==> src/rtl/lzw_byte_encoder_macros.svh <==
// Assertion macros for the LZW byte encoder.
`ifndef LZW_BYTE_ENCODER_MACROS_SVH
`define LZW_BYTE_ENCODER_MACROS_SVH
// Implication checked on every clock edge outside reset.
`define LZW_ASSERT_IMP(label, ante, cons, msg) \
	label: assert property (@(posedge clk) disable iff (!arst_n) (ante) |-> (cons)) \
		else $error(msg);
// Implication whose consequent is checked in the cycle after the antecedent.
`define LZW_ASSERT_NEXT(label, ante, cons, msg) \
	label: assert property (@(posedge clk) disable iff (!arst_n) (ante) |=> (cons)) \
		else $error(msg);
`endif

==> src/rtl/lzw_pkg.sv <==
// Package: types, constants and command codes for the LZW byte encoder.
package lzw_pkg;
	localparam int DictSizeDefault = 4096;
	localparam logic [7:0] CodeBytes = 8'd2;
	localparam int FirstFree = 256;

	typedef struct packed {
		logic [7:0] in_byte;
		logic       is_last;
	} lzw_in_t;

	typedef struct packed {
		logic [7:0] out_byte;
		logic       run_end;
		logic       stream_end;
		logic       dict_full;
	} lzw_out_t;

	// output byte source select
	localparam logic [1:0] SelHeader = 2'd0;
	localparam logic [1:0] SelHi     = 2'd1;
	localparam logic [1:0] SelLo     = 2'd2;

	typedef struct packed {
		logic       load;      // capture input item
		logic       probe_rd;  // issue dictionary read at probe address
		logic       probe_inc; // advance probe address
		logic       take_hit;  // prefix <= probe address
		logic       take_byte; // prefix <= byte, prefix_valid <= 1
		logic       insert;    // write (prefix, byte) at next_code if room
		logic       emit;      // push one output byte
		logic [1:0] emit_sel;
		logic       emit_run_end;
		logic       emit_stream_end;
		logic       set_header;
		logic       restart;   // return to stream start
	} lzw_cmd_t;

	typedef struct packed {
		logic header_sent;
		logic prefix_valid;
		logic is_last;
		logic probe_done;  // probe address reached next_code or limit
		logic probe_match; // registered read data matches
		logic out_busy;    // output register full and not draining
	} lzw_sts_t;
endpackage

==> src/rtl/lzw_ctrl.sv <==
// Controller: sequences header, dictionary probe, insert and code emission per item.
module lzw_ctrl import lzw_pkg::*; (
	input  logic     clk,
	input  logic     arst_n,
	input  logic     in_valid,
	output logic     in_ready,
	input  lzw_sts_t sts,
	output lzw_cmd_t cmd
);
	`include "lzw_byte_encoder_macros.svh"

	localparam logic [3:0] StIdle   = 4'd0;
	localparam logic [3:0] StHead   = 4'd1;
	localparam logic [3:0] StStart  = 4'd2;
	localparam logic [3:0] StRead   = 4'd3;
	localparam logic [3:0] StCheck  = 4'd4;
	localparam logic [3:0] StMissHi = 4'd5;
	localparam logic [3:0] StMissLo = 4'd6;
	localparam logic [3:0] StFlHi   = 4'd7;
	localparam logic [3:0] StFlLo   = 4'd8;
	localparam logic [3:0] StDone   = 4'd9;

	logic [3:0] state_q, state_d;

	always_comb begin
		cmd      = '0;
		state_d  = state_q;
		in_ready = 1'b0;
		unique case (state_q)
			StIdle: begin
				in_ready = 1'b1;
				if (in_valid) begin
					cmd.load = 1'b1;
					state_d  = StHead;
				end
			end
			StHead: begin
				if (!sts.header_sent) begin
					if (!sts.out_busy) begin
						cmd.emit = 1'b1;
						cmd.emit_sel = SelHeader;
						// first byte of a stream that is not last: header ends the run
						cmd.emit_run_end = !sts.is_last;
						cmd.set_header = 1'b1;
						state_d = StStart;
					end
				end else
					state_d = StStart;
			end
			StStart: begin
				if (!sts.prefix_valid) begin
					cmd.take_byte = 1'b1;
					state_d = sts.is_last ? StFlHi : StDone;
				end else
					state_d = StRead;
			end
			StRead: begin
				if (sts.probe_done) begin
					// miss: insert first so every code byte carries the new full flag
					cmd.insert = 1'b1;
					state_d = StMissHi;
				end else begin
					cmd.probe_rd = 1'b1;
					state_d = StCheck;
				end
			end
			StCheck: begin
				if (sts.probe_match) begin
					cmd.take_hit = 1'b1;
					state_d = sts.is_last ? StFlHi : StDone;
				end else begin
					cmd.probe_inc = 1'b1;
					state_d = StRead;
				end
			end
			StMissHi: begin
				if (!sts.out_busy) begin
					cmd.emit = 1'b1;
					cmd.emit_sel = SelHi;
					state_d = StMissLo;
				end
			end
			StMissLo: begin
				if (!sts.out_busy) begin
					cmd.emit = 1'b1;
					cmd.emit_sel = SelLo;
					cmd.emit_run_end = !sts.is_last;
					cmd.take_byte = 1'b1;
					state_d = sts.is_last ? StFlHi : StIdle;
				end
			end
			StFlHi: begin
				if (!sts.out_busy) begin
					cmd.emit = 1'b1;
					cmd.emit_sel = SelHi;
					state_d = StFlLo;
				end
			end
			StFlLo: begin
				if (!sts.out_busy) begin
					cmd.emit = 1'b1;
					cmd.emit_sel = SelLo;
					cmd.emit_run_end = 1'b1;
					cmd.emit_stream_end = 1'b1;
					cmd.restart = 1'b1;
					state_d = StIdle;
				end
			end
			StDone: begin
				// item emits no code
				state_d = StIdle;
			end
			default: state_d = StIdle;
		endcase
	end

	always_ff @(posedge clk or negedge arst_n) begin
		if (!arst_n)
			state_q <= StIdle;
		else
			state_q <= state_d;
	end

	`LZW_ASSERT_IMP(a_ready_idle, in_ready, state_q == StIdle, "ready outside idle")
	`LZW_ASSERT_IMP(a_one_src, 1'b1, !(cmd.take_hit && cmd.take_byte), "two prefix sources")
	`LZW_ASSERT_NEXT(a_load_head, cmd.load, state_q == StHead, "load did not start item")
endmodule
==> config.mk <==
export PLATFORM = sky130hd
export DESIGN_NAME = lzw_ctrl
export DESIGN_NICKNAME = d
export VERILOG_FILES = /design/src/rtl/lzw_pkg.sv /design/src/rtl/lzw_ctrl.sv
export VERILOG_INCLUDE_DIRS = /design/src /design/src/rtl
export SDC_FILE = /design/constraint.sdc
export NUM_CORES = 1
export LEC_CHECK = 0
export ABC_CLOCK_PERIOD_IN_PS = 1400
export BUFFER_PORTS_ARGS = -buffer_cell sky130_fd_sc_hd__buf_2
export CAP_MARGIN = 20
export CORE_AREA = 2 2 39 41
export CTS_BUF_LIST = sky130_fd_sc_hd__clkbuf_8
export CTS_CLUSTER_SIZE = 20
export DETAILED_ROUTE_END_ITERATION = 16
export DIE_AREA = 0 0 41 43
export PLACE_DENSITY = 0.81
export SLEW_MARGIN = 20
export SYNTH_ARGS = -nofsm -noshare
export SYNTH_HDL_FRONTEND = slang
export SYNTH_SLANG_ARGS = --single-unit
==> constraint.sdc <==
create_clock -name clk -period 1.4 [get_ports clk]
set_input_delay 0.07 -clock clk [delete_from_list [all_inputs] [get_ports clk]]
set_output_delay 0.07 -clock clk [all_outputs]
set_load 0.02 [all_outputs]
* Yosys cells after proc, flatten, opt, wreduce, memory -nomap -nowiden
Index checks and enable logic that the tools add are counted.
Storage, ports and cells: register bits 4, bits of input ports 9, output and inout port bits 14, word-level logic and storage cells 56
Operators by class: equality and inequality tests 14, mux-type cells 37, reductions and logical operators 4
Operators with widths (count):
- $mux W4 | 13
- $pmux W4 S9 | 1
- $eq A4 B3 Y1 const B | 4
- $mux W1 | 16
- $pmux W3 S4 | 1
- $ne A2 B2 Y1 const B | 5
- $eq A4 B2 Y1 const B | 2
- $mux W3 | 2
- $reduce_and A6 Y1 | 1
- $mux W5 | 1
- $eq A4 B1 Y1 const B | 1
- $eq A4 B4 Y1 const B | 1
- $logic_not A4 Y1 | 1
- $ne A3 B3 Y1 const B | 1
- $pmux W1 S3 | 1
- $mux W2 | 1
- $pmux W1 S2 | 1
- $reduce_or A2 Y1 | 1
- $logic_not A1 Y1 | 1

* Longest topological paths before layout
Gate-level depths: netlist (run 1).
depth after elaboration 4, gate-level depth with buffers 6, mapped depth without buffers 4

* Least setup slack after synthesis (run 1)
Ideal clock, no wire load.
path type register to output, from register state_q[0], to output port cmd[12] (netlist bit), data arrival time 1.656 ns, data required time 1.330 ns, slack -0.326 ns, stages on the path, launching flop included 4, cells stage by stage dfrtp_1 clkbuf_1 nor4_1 and2_1
RTL lines:
- start: declaration | RTL line lzw_ctrl.sv:23 | logic [3:0] state_q, state_d;
- start signal: assignment | RTL line lzw_ctrl.sv:119 | state_q <= StIdle;
- start signal: assignment | RTL line lzw_ctrl.sv:121 | state_q <= state_d;
- end: declaration | RTL line lzw_ctrl.sv:8 | output lzw_cmd_t cmd

==> impl_results.md, run 1 <==
- Status: finished, violations left
- Failing checks: setup timing
- Post-synth EDFFs: 0
- TritonRoute pass-1 iters: 4
- Die area: 1763 µm²
- Most flops, register: state_q
- Setup violators final: 18
- Number of synthesized register bits: 4
- # IOs: 23
- Pin count of the biggest net entering global routing: 14
- Register area share after synthesis: 18.78%
- First-pass GRT wire length: 3.884 mm
- Core box area: 1384 µm²
- Routed len/inst: 22.49 µm
- Post-synth ARST share: 100.0%
- Total global-route track usage: 31.99%
- Max-slew violation count: 0
- CTS Root Buffer Type: clkbuf_8
- Clk_lat worst skew: 210 ps
- Detail Route Antenna Nets: 0
- Final HPWL DP: 1.386 mm
- Layout cells sized above 1: 69.11%
- DR vias: 942
- DRC viols: 0
- DRT iter0 DRCs: 88
- Die Span Y: 43 µm
- Max-cap violations: 0
- CP Capture Type: output port
- Startpoint types: flip-flop
- Commonest non-fill, non-tap cells in the layout: 30 x buf_4, 12 x buf_6, 8 x buf_2, 7 x nor2_1, 6 x a21oi_1
- Highest net fanout along the worst path: 6
- Fmax: 0.5556 GHz
- Clock skew: 0.7074 ps
- Minimum clock period: 1800 ps
- Final instance area: 1155 µm²
- Synth area leader: dfrtp_1
- Detailed Route WL: 3.126 mm
- Inserted Clock Buffers: 3
- Initial antenna violation count: 0
- Top FF cell, synth: dfrtp_1
- Clk slew on worst S/H paths: 30 ps
- Port bufs: 22
- Initial Util: 38.52%
- Yosys warning count: 0
- Setup TNS: -4010 ps
- Worst setup margin: -400.0 ps
- Slew HR: 76.67%
- Ant. Diodes: 0
- Post-synthesis cell type count: 35
- Synth Area per Inst: 7.013 µm²
- CTS Buffer Depth: 2
- Area share of the largest cell type after synthesis: 18.78%
- Post-Place Cell Area: 805.8 µm²
- Final hold vios: 0
- Power Density: 2717 nW/µm²
- Syn_nets: 85
- WS Path Type: flip-flop to output port
- Synthesized cell area: 533.0 µm²
- Peak supply drop: 1.817 mV
- Worst hold path type: input pin to flip-flop
- Final Cycle Share: 128.6%
- Biggest regs: state_q (4)
- H-tree Lvls: 1
- DP Worst Slack: -139.1 ps
- Vias in the first global route: 845
- Floorplan die width: 41 µm
- Top area cells in the synthesized netlist: dfrtp_1 19%, a21oi_1 10%, nor2_1 6.3%
- Cell row count: 14
- Fill cells: 69
- Vias per Instance: 6.777
- Crit path DAT: 1730 ps
- RD Place Congestion: 0.8361
- Post-Syn Instances: 76
- TritonCTS clock tree: yes
- Largest register FFs: 4
- Crit path required time: 1330 ps
- CTS Sinks: 4
- Leak: 0.0005079 µW
- Leading cell type in the layout, fill and taps excluded: buf_4
- Overflow after GRT: 0
- RSZ-0062 raised after global routing: yes
- Layout area overhead: 116.7%
- Final nets: 134
- Tightest Pin Transition: 346.3 ps
## worst paths after layout
path                                        start                      to  slack [ps]  cells past startpoint
max                        state_q[1]$_DFFE_PN0P_                  cmd[3]        -400                      5
min                                        sts[0]  state_q[3]$_DFFE_PN0P_         180                      3
max reg2reg                state_q[1]$_DFFE_PN0P_  state_q[3]$_DFFE_PN0P_        -270                      6
min reg2reg                state_q[3]$_DFFE_PN0P_  state_q[1]$_DFFE_PN0P_         710                      2
max in group asynchronous                  arst_n  state_q[1]$_DFFE_PN0P_        1040                      2
min in group asynchronous                  arst_n  state_q[3]$_DFFE_PN0P_         220                      2
## critical path, cell delays in order, from the launching register on
cell and delay (ps):
dfrtp_2 450, nor4b_2 300, a31oi_1 100, or3_1 370, a21oi_2 150, buf_4 150
## power by group
| group | switching, µW | internal [µW] | total (µW) |
|---|---|---|---|
| registers | 101 | 184 | 285 |
| logic | 1340 | 1270 | 2610 |
| clock network | 58.2 | 183 | 241 |
## Yosys cell counts (all sizes together) (2+ instances only)
master	count
or3	2
dfrtp	4
clkbuf	2
o22ai	2
nand2	6
buf	8
nor4b	2
nor2	9
nor4	4
a31oi	2
a21oi	12
o31ai	2
inv	3
## layout make-up
class | count | area, µm² | share of cell area, %
clock buffer | 3 | 41.29 | 3.575
inverter | 3 | 13.76 | 1.192
multi-input combinational | 59 | 521.8 | 45.18
sequential | 4 | 102.6 | 8.884
tap | 16 | 20.02 | 1.733
timing repair buffer | 54 | 455.4 | 39.44
## layer usage
layer	vias to the layer above	global-route usage, %	wire (µm)
met5	-	0	0
li1	377	-	-
met3	20	8.901	299
met2	90	52.19	1444
met1	455	34.63	1236
met4	0	18.00	145
## cell families after synthesis
| logic type | count (synthesis) | synth area share, % |
|---|---|---|
| AOI/OAI and AO/OA | 27 | 36.62 |
| and+or+nand+nor | 32 | 32.40 |
| buffers and inverters | 13 | 12.21 |
| DFF | 4 | 18.78 |
## through the flow
step	hold slack (ps)	std cells	util (%)	total power [µW]
finish	184.1	139	83.45	3138
CTS	161.7	133	73.78	2547
global placement	-125.4	121	58.23	1804
detailed placement	-120.2	121	58.23	1859
floorplan	-225.6	76	-	1365
global route	183.4	139	83.45	3256
## repair_timing
action	in CTS	in global routing
hold endpoints to repair	4	0
gates resized for setup	28	23
endpoints found under the setup margin	18	18
pin swaps	9	5
hold buffers	1	0
setup buffers	8	6
No activity file was read; power rests on OpenSTA's default activity.
==> run 2: changes to the inputs <==
--- a/config.mk
+++ b/config.mk
@@ -6,7 +6,7 @@
 export SDC_FILE = /design/constraint.sdc
 export NUM_CORES = 1
 export LEC_CHECK = 0
-export ABC_CLOCK_PERIOD_IN_PS = 1400
+export ABC_CLOCK_PERIOD_IN_PS = 1600
 export BUFFER_PORTS_ARGS = -buffer_cell sky130_fd_sc_hd__buf_2
 export CAP_MARGIN = 20
 export CORE_AREA = 2 2 39 41
@@ -15,6 +15,7 @@
 export DETAILED_ROUTE_END_ITERATION = 16
 export DIE_AREA = 0 0 41 43
 export PLACE_DENSITY = 0.81
+export RECOVER_POWER = 25
 export SLEW_MARGIN = 20
 export SYNTH_ARGS = -nofsm -noshare
 export SYNTH_HDL_FRONTEND = slang
==> constraint.sdc (replaced) <==
create_clock -name clk -period 1.6 [get_ports clk]
set_input_delay 0.08 -clock clk [delete_from_list [all_inputs] [get_ports clk]]
set_output_delay 0.08 -clock clk [all_outputs]
set_load 0.02 [all_outputs]
==> run 2 against run 1 <==
  * Sequential share of layout area is 3.3 points higher
  * Cell count is 14% lower
  * Design area is 26% lower
  * Clock power is 13% lower
  * The flow still finishes with violations (setup timing)
  * Non-clock buffer count is 19 lower
==> impl_results.md, run 2 (synthesized netlist as in run 1, its figures left out) <==
- Status: finished, violations left
- Failing checks: setup timing
- Ant. Diodes: 0
- Layout cells sized above 1: 55.77%
- Minimum clock period: 1677 ps
- Crit path required time: 1520 ps
- # IOs: 23
- Overflow after GRT: 0
- RD Place Congestion: 0.9214
- Footprint of the multi-input gates: 444.2 µm²
- Max-slew violation count: 0
- # placed instances: 114
- Slew HR: 81.81%
- Crit path DAT: 1600 ps
- Floorplan die width: 41 µm
- CP Capture Type: output port
- Most flops, register: state_q
- CP bufs+invs: 2
- WS Path Type: flip-flop to output port
- Worst hold path type: input pin to asynchronous set/reset pin
- Biggest regs: state_q (4)
- Detail Route Antenna Nets: 0
- Routed len/inst: 14.63 µm
- Tightest Pin Transition: 272.3 ps
- Worst setup margin: -77.00 ps
- Initial antenna violation count: 0
- Pin count of the biggest net entering global routing: 19
- Total global-route track usage: 21.95%
- DRC viols: 0
- Max-cap violations: 0
- Crit-path leading delay family: flip-flops
- Highest net fanout along the worst path: 6
- TritonRoute pass-1 iters: 4
- Port bufs: 22
- Routed length on met1: 680 µm
- CTS Root Buffer Type: clkbuf_8
- Die Span Y: 43 µm
- Core box area: 1384 µm²
- Final Cycle Share: 104.8%
- H-tree Lvls: 1
- CTS Sinks: 4
- FF+latch area: 103.9 µm²
- Final instance area: 853.3 µm²
- TritonCTS clock tree: yes
- Top Layer Used: met4
- Most used cell, CP: buf_6
- Startpoint types: flip-flop
- Power Density: 2187 nW/µm²
- Max incr delay on CP: 420 ps
- Clk slew on worst S/H paths: 30 ps
- Setup violators final: 4
- Inserted Clock Buffers: 3
- Clk_lat worst skew: 220 ps
- Detailed Route WL: 1.755 mm
- Initial Util: 38.52%
- Post-Place Cell Area: 703.2 µm²
- Cell breakdown of the critical path: buf_6 -> or3_4 -> a21o_1 -> a21oi_2 -> buf_6
- Largest register FFs: 4
- Vias per Instance: 6.033
- Cell row count: 14
- Layout area overhead: 60.09%
- Fill cells: 111
- Met3 routed WL: 80 µm
- DRT iter0 DRCs: 15
- Peak supply drop: 0.9510 mV
- Final nets: 115
- Non-filler cells, final: 120
- Clock skew: 4.977 ps
- Leading cell type in the layout, fill and taps excluded: buf_2
- Final HPWL DP: 1.203 mm
- RSZ-0062 raised after global routing: yes
- Slowest CP cell: dfrtp_2
- Fmax: 0.5963 GHz
- Final hold vios: 0
- Commonest non-fill, non-tap cells in the layout: 16 x buf_2, 14 x buf_4, 8 x a21oi_1, 7 x nor2_1, 6 x nand2_1
- Vias in the first global route: 640
- CTS Buffer Depth: 2
- Met2 routed WL: 932 µm
- Leak: 0.0003773 µW
- DR vias: 724
- First-pass GRT wire length: 2.656 mm
- Die area: 1763 µm²
run 2: area by class of cell:
| type | count | share of cell area, % |
|---|---|---|
| sequential | 4 | 12.17 |
| multi-input combinational | 59 | 52.05 |
| clock buffer | 3 | 4.839 |
| inverter | 3 | 1.320 |
| tap | 16 | 2.346 |
| timing repair buffer | 35 | 27.27 |
run 2: per-stage QoR:
step	setup WS, ps	hold slack, ps	power, µW	TNS [ps]	util, %
2_1_floorplan	-22.84	-215.6	1060	-29.53	-
3_3_place_gp	66.49	-115.9	1379	0	50.81
3_5_place_dp	9.498	-112.6	1414	0	50.81
4_1_cts	-67.21	197.8	1742	-134.0	57.96
5_1_grt	-123.7	258.5	2006	-677.5	61.66
6_report	-77.00	233.7	1866	-171.2	61.66
run 2: worst paths after layout:
check,start,endpoint,slack [ps],cells past startpoint
hold / removal,arst_n,state_q[3]$_DFFE_PN0P_,230,2
hold reg to reg,state_q[3]$_DFFE_PN0P_,state_q[1]$_DFFE_PN0P_,680,2
min in group clk,in_valid,state_q[0]$_DFFE_PN0P_,250,3
setup reg to reg,state_q[1]$_DFFE_PN0P_,state_q[3]$_DFFE_PN0P_,-40,5
max in group asynchronous,arst_n,state_q[2]$_DFFE_PN0P_,1170,2
setup / recovery,state_q[1]$_DFFE_PN0P_,cmd[6],-80,5
run 2: layer usage:
layer  up-vias  global-route usage (%)
met2        28                   34.38
li1        343                       -
met3         6                   5.236
met5         -                       0
met4         0                   10.67
met1       347                   26.62
run 2: timing repair:
item                       CTS  global route
hold buffers                 1             0
resized for setup            9            15
buffers inserted             2             0
pin swaps                    1             2
hold endpoints to repair     4             0
setup endpoints to repair    7            14
run 2: power by group:
group / internal [µW] / leakage [µW] / switching, µW / total, µW
combinational: 631 / 0.000309 / 791 / 1420
sequential: 164 / 0.0000463 / 69.7 / 234
clock: 160 / 0.0000216 / 50.2 / 210
==> run 3: changes to the inputs <==
--- a/config.mk
+++ b/config.mk
@@ -7,16 +7,16 @@
 export NUM_CORES = 1
 export LEC_CHECK = 0
 export ABC_CLOCK_PERIOD_IN_PS = 1600
-export BUFFER_PORTS_ARGS = -buffer_cell sky130_fd_sc_hd__buf_2
 export CAP_MARGIN = 20
 export CORE_AREA = 2 2 39 41
 export CTS_BUF_LIST = sky130_fd_sc_hd__clkbuf_8
 export CTS_CLUSTER_SIZE = 20
 export DETAILED_ROUTE_END_ITERATION = 16
 export DIE_AREA = 0 0 41 43
-export PLACE_DENSITY = 0.81
+export DONT_BUFFER_PORTS = 1
+export MAX_ROUTING_LAYER = met4
+export PLACE_DENSITY = 0.65
 export RECOVER_POWER = 25
-export SLEW_MARGIN = 20
 export SYNTH_ARGS = -nofsm -noshare
 export SYNTH_HDL_FRONTEND = slang
 export SYNTH_SLANG_ARGS = --single-unit
==> run 3 against run 2 <==
  * The run still ends with setup timing left
  * Design area is 3.7% lower
  * Sequential share of layout area increased by 0.31 points
  * Clock-buffer cell count stayed put
  * Die area stayed put
  * Combinational power hardly changed
  * Critical path type unchanged
  * Critical endpoint unchanged
  * Largest cell class unchanged
==> impl_results.md, run 3 (synthesized netlist as in run 1, its figures left out) <==
- Status: finished, violations left
- Failing checks: setup timing
- Fill cells: 120
- Fin util: 59.40%
- DRT iter0 DRCs: 17
- Die area: 1763 µm²
- CP Capture Type: output port
- Crit path to: cmd[6]
- Power, Total: 1864 µW
- Setup violators final: 4
- Ant. Diodes: 0
- Leak: 0.0003381 µW
- Worst flop-to-flop path endpoint: state_q[3]$_DFFE_PN0P_
- Layout area overhead: 54.23%
- Biggest regs: state_q (4)
- Worst hold path type: input pin to flip-flop
- Peak supply drop: 1.222 mV
- Clk slew on worst S/H paths: 40 ps
- Detail Route Antenna Nets: 0
- Crit path required time: 1520 ps
- Part of the power in registers: 12.1%
- DP Worst Slack: 60.62 ps
- Post-Place Cell Area: 660.6 µm²
- Footprint of the multi-input gates: 445.4 µm²
- CTS Sinks: 4
- Pin count of the biggest net entering global routing: 19
- Startpoint types: flip-flop
- R2R cell count: 5
- Commonest non-fill, non-tap cells in the layout: 21 x buf_4, 10 x a21oi_1, 7 x nor2_1, 6 x nand2_1
- Largest register FFs: 4
- R2R Path Start: state_q[1]$_DFFE_PN0P_
- Crit path DAT: 1560 ps
- Tightest Pin Transition: 253.0 ps
- Highest net fanout along the worst path: 4
- DRC viols: 0
- Slew HR: 82.95%
- H-tree Lvls: 1
- Most flops, register: state_q
- Int Pwr: 974.5 µW
- Routed len/inst: 15.75 µm
- DR vias: 673
- Initial Util: 38.52%
- Die Span Y: 43 µm
- Critical Path Start: state_q[1]$_DFFE_PN0P_
- Layout cells sized above 1: 50.00%
- Net switching power: 890.0 µW
- Final HPWL DP: 1.095 mm
- Leading cell type in the layout, fill and taps excluded: buf_4
- Vias in the first global route: 586
- Clock skew: 6.479 ps
- Fmax: 0.6108 GHz
- Power Density: 2268 nW/µm²
- Final nets: 105
- Detailed Route WL: 1.732 mm
- Max-slew violation count: 0
- Total global-route track usage: 21.61%
- Core box area: 1384 µm²
- Worst setup margin: -37.07 ps
- CTS Buffer Depth: 2
- Vias per Instance: 6.118
- Final instance area: 822.0 µm²
- CTS Root Buffer Type: clkbuf_8
- RD Place Congestion: 0.8921
- Max-cap violations: 0
- Final Cycle Share: 102.3%
- FF+latch area: 102.6 µm²
- Inserted Clock Buffers: 3
- Port bufs: 0
- Worst reg-to-reg setup slack: -10 ps
- # IOs: 23
- TritonRoute pass-1 iters: 4
- Clk_lat worst skew: 220 ps
- Overflow after GRT: 0
- Floorplan die width: 41 µm
- First-pass GRT wire length: 2.484 mm
- Clock share of power: 11.8%
- WS Path Type: flip-flop to output port
- Worst Hold Depth: 2
- Final hold vios: 0
- Sw Ratio: 47.73%
- RSZ-0062 raised after global routing: yes
- Cell row count: 14
- Combinational power share: 76.1%
- Minimum clock period: 1637 ps
- Initial antenna violation count: 0
- TritonCTS clock tree: yes
==> run 3: what timing repair did <==
item	4_1_cts	5_1_grt
gates resized for setup	7	12
hold endpoints to repair	4	0
setup buffers	3	2
setup endpoints to repair	5	13
hold buffers	1	0
pin swaps	5	4
==> run 3: area by class of cell <==
type                    instances  share of cell area [%]
well taps                      16                   2.435
inverters                       3                   1.370
flip-flops and latches          4                   12.48
multi-input cells              59                   54.19
clock buffers                   3                   5.023
repair buffers                 25                   24.51
==> run 3: worst max-delay path: stages (launching register included) <==
cell	delay (ps)
dfrtp_1	410
buf_6	140
or3_4	330
a21o_1	180
a21oi_2	120
buf_4	150
==> run 3: how the worst min path moves through the flow <==
stage,start,endpoint,slack (ps)
after floorplan,arst_n,state_q[0]$_DFFE_PN0P_,-220
after global placement,arst_n,state_q[0]$_DFFE_PN0P_,-220
after detailed placement,arst_n,state_q[0]$_DFFE_PN0P_,-220
after CTS,sts[0],state_q[3]$_DFFE_PN0P_,30
after global routing,sts[0],state_q[3]$_DFFE_PN0P_,50
final,sts[0],state_q[3]$_DFFE_PN0P_,40
==> run 3: power by group through the flow <==
stage	Clock, µW	Combinational [µW]	Sequential, µW
global route	228	1520	236
finish	219	1420	226
global placement	0	1150	219
floorplan	0	876	184
detailed placement	0	1160	220
CTS	221	1270	222
==> run 3: layer usage <==
layer / track usage, % / vias up / part of all wire [%]
met2: 31.56 / 26 / 53
met5: - / - / 0
li1: - / 319 / -
met3: 2.094 / 5 / 6.0
met1: 27.45 / 323 / 39
met4: 13.33 / 0 / 2.2
==> run 3: metrics by stage <==
step / hold slack, ps / TNS, ps / std cells
after floorplan: -215.6 / -29.53 / 76
after global placement: -215.5 / 0 / 101
after detailed placement: -215.5 / 0 / 101
after CTS: 31.39 / -42.65 / 108
after global routing: 52.72 / -583.9 / 110
final: 37.31 / -76.09 / 110
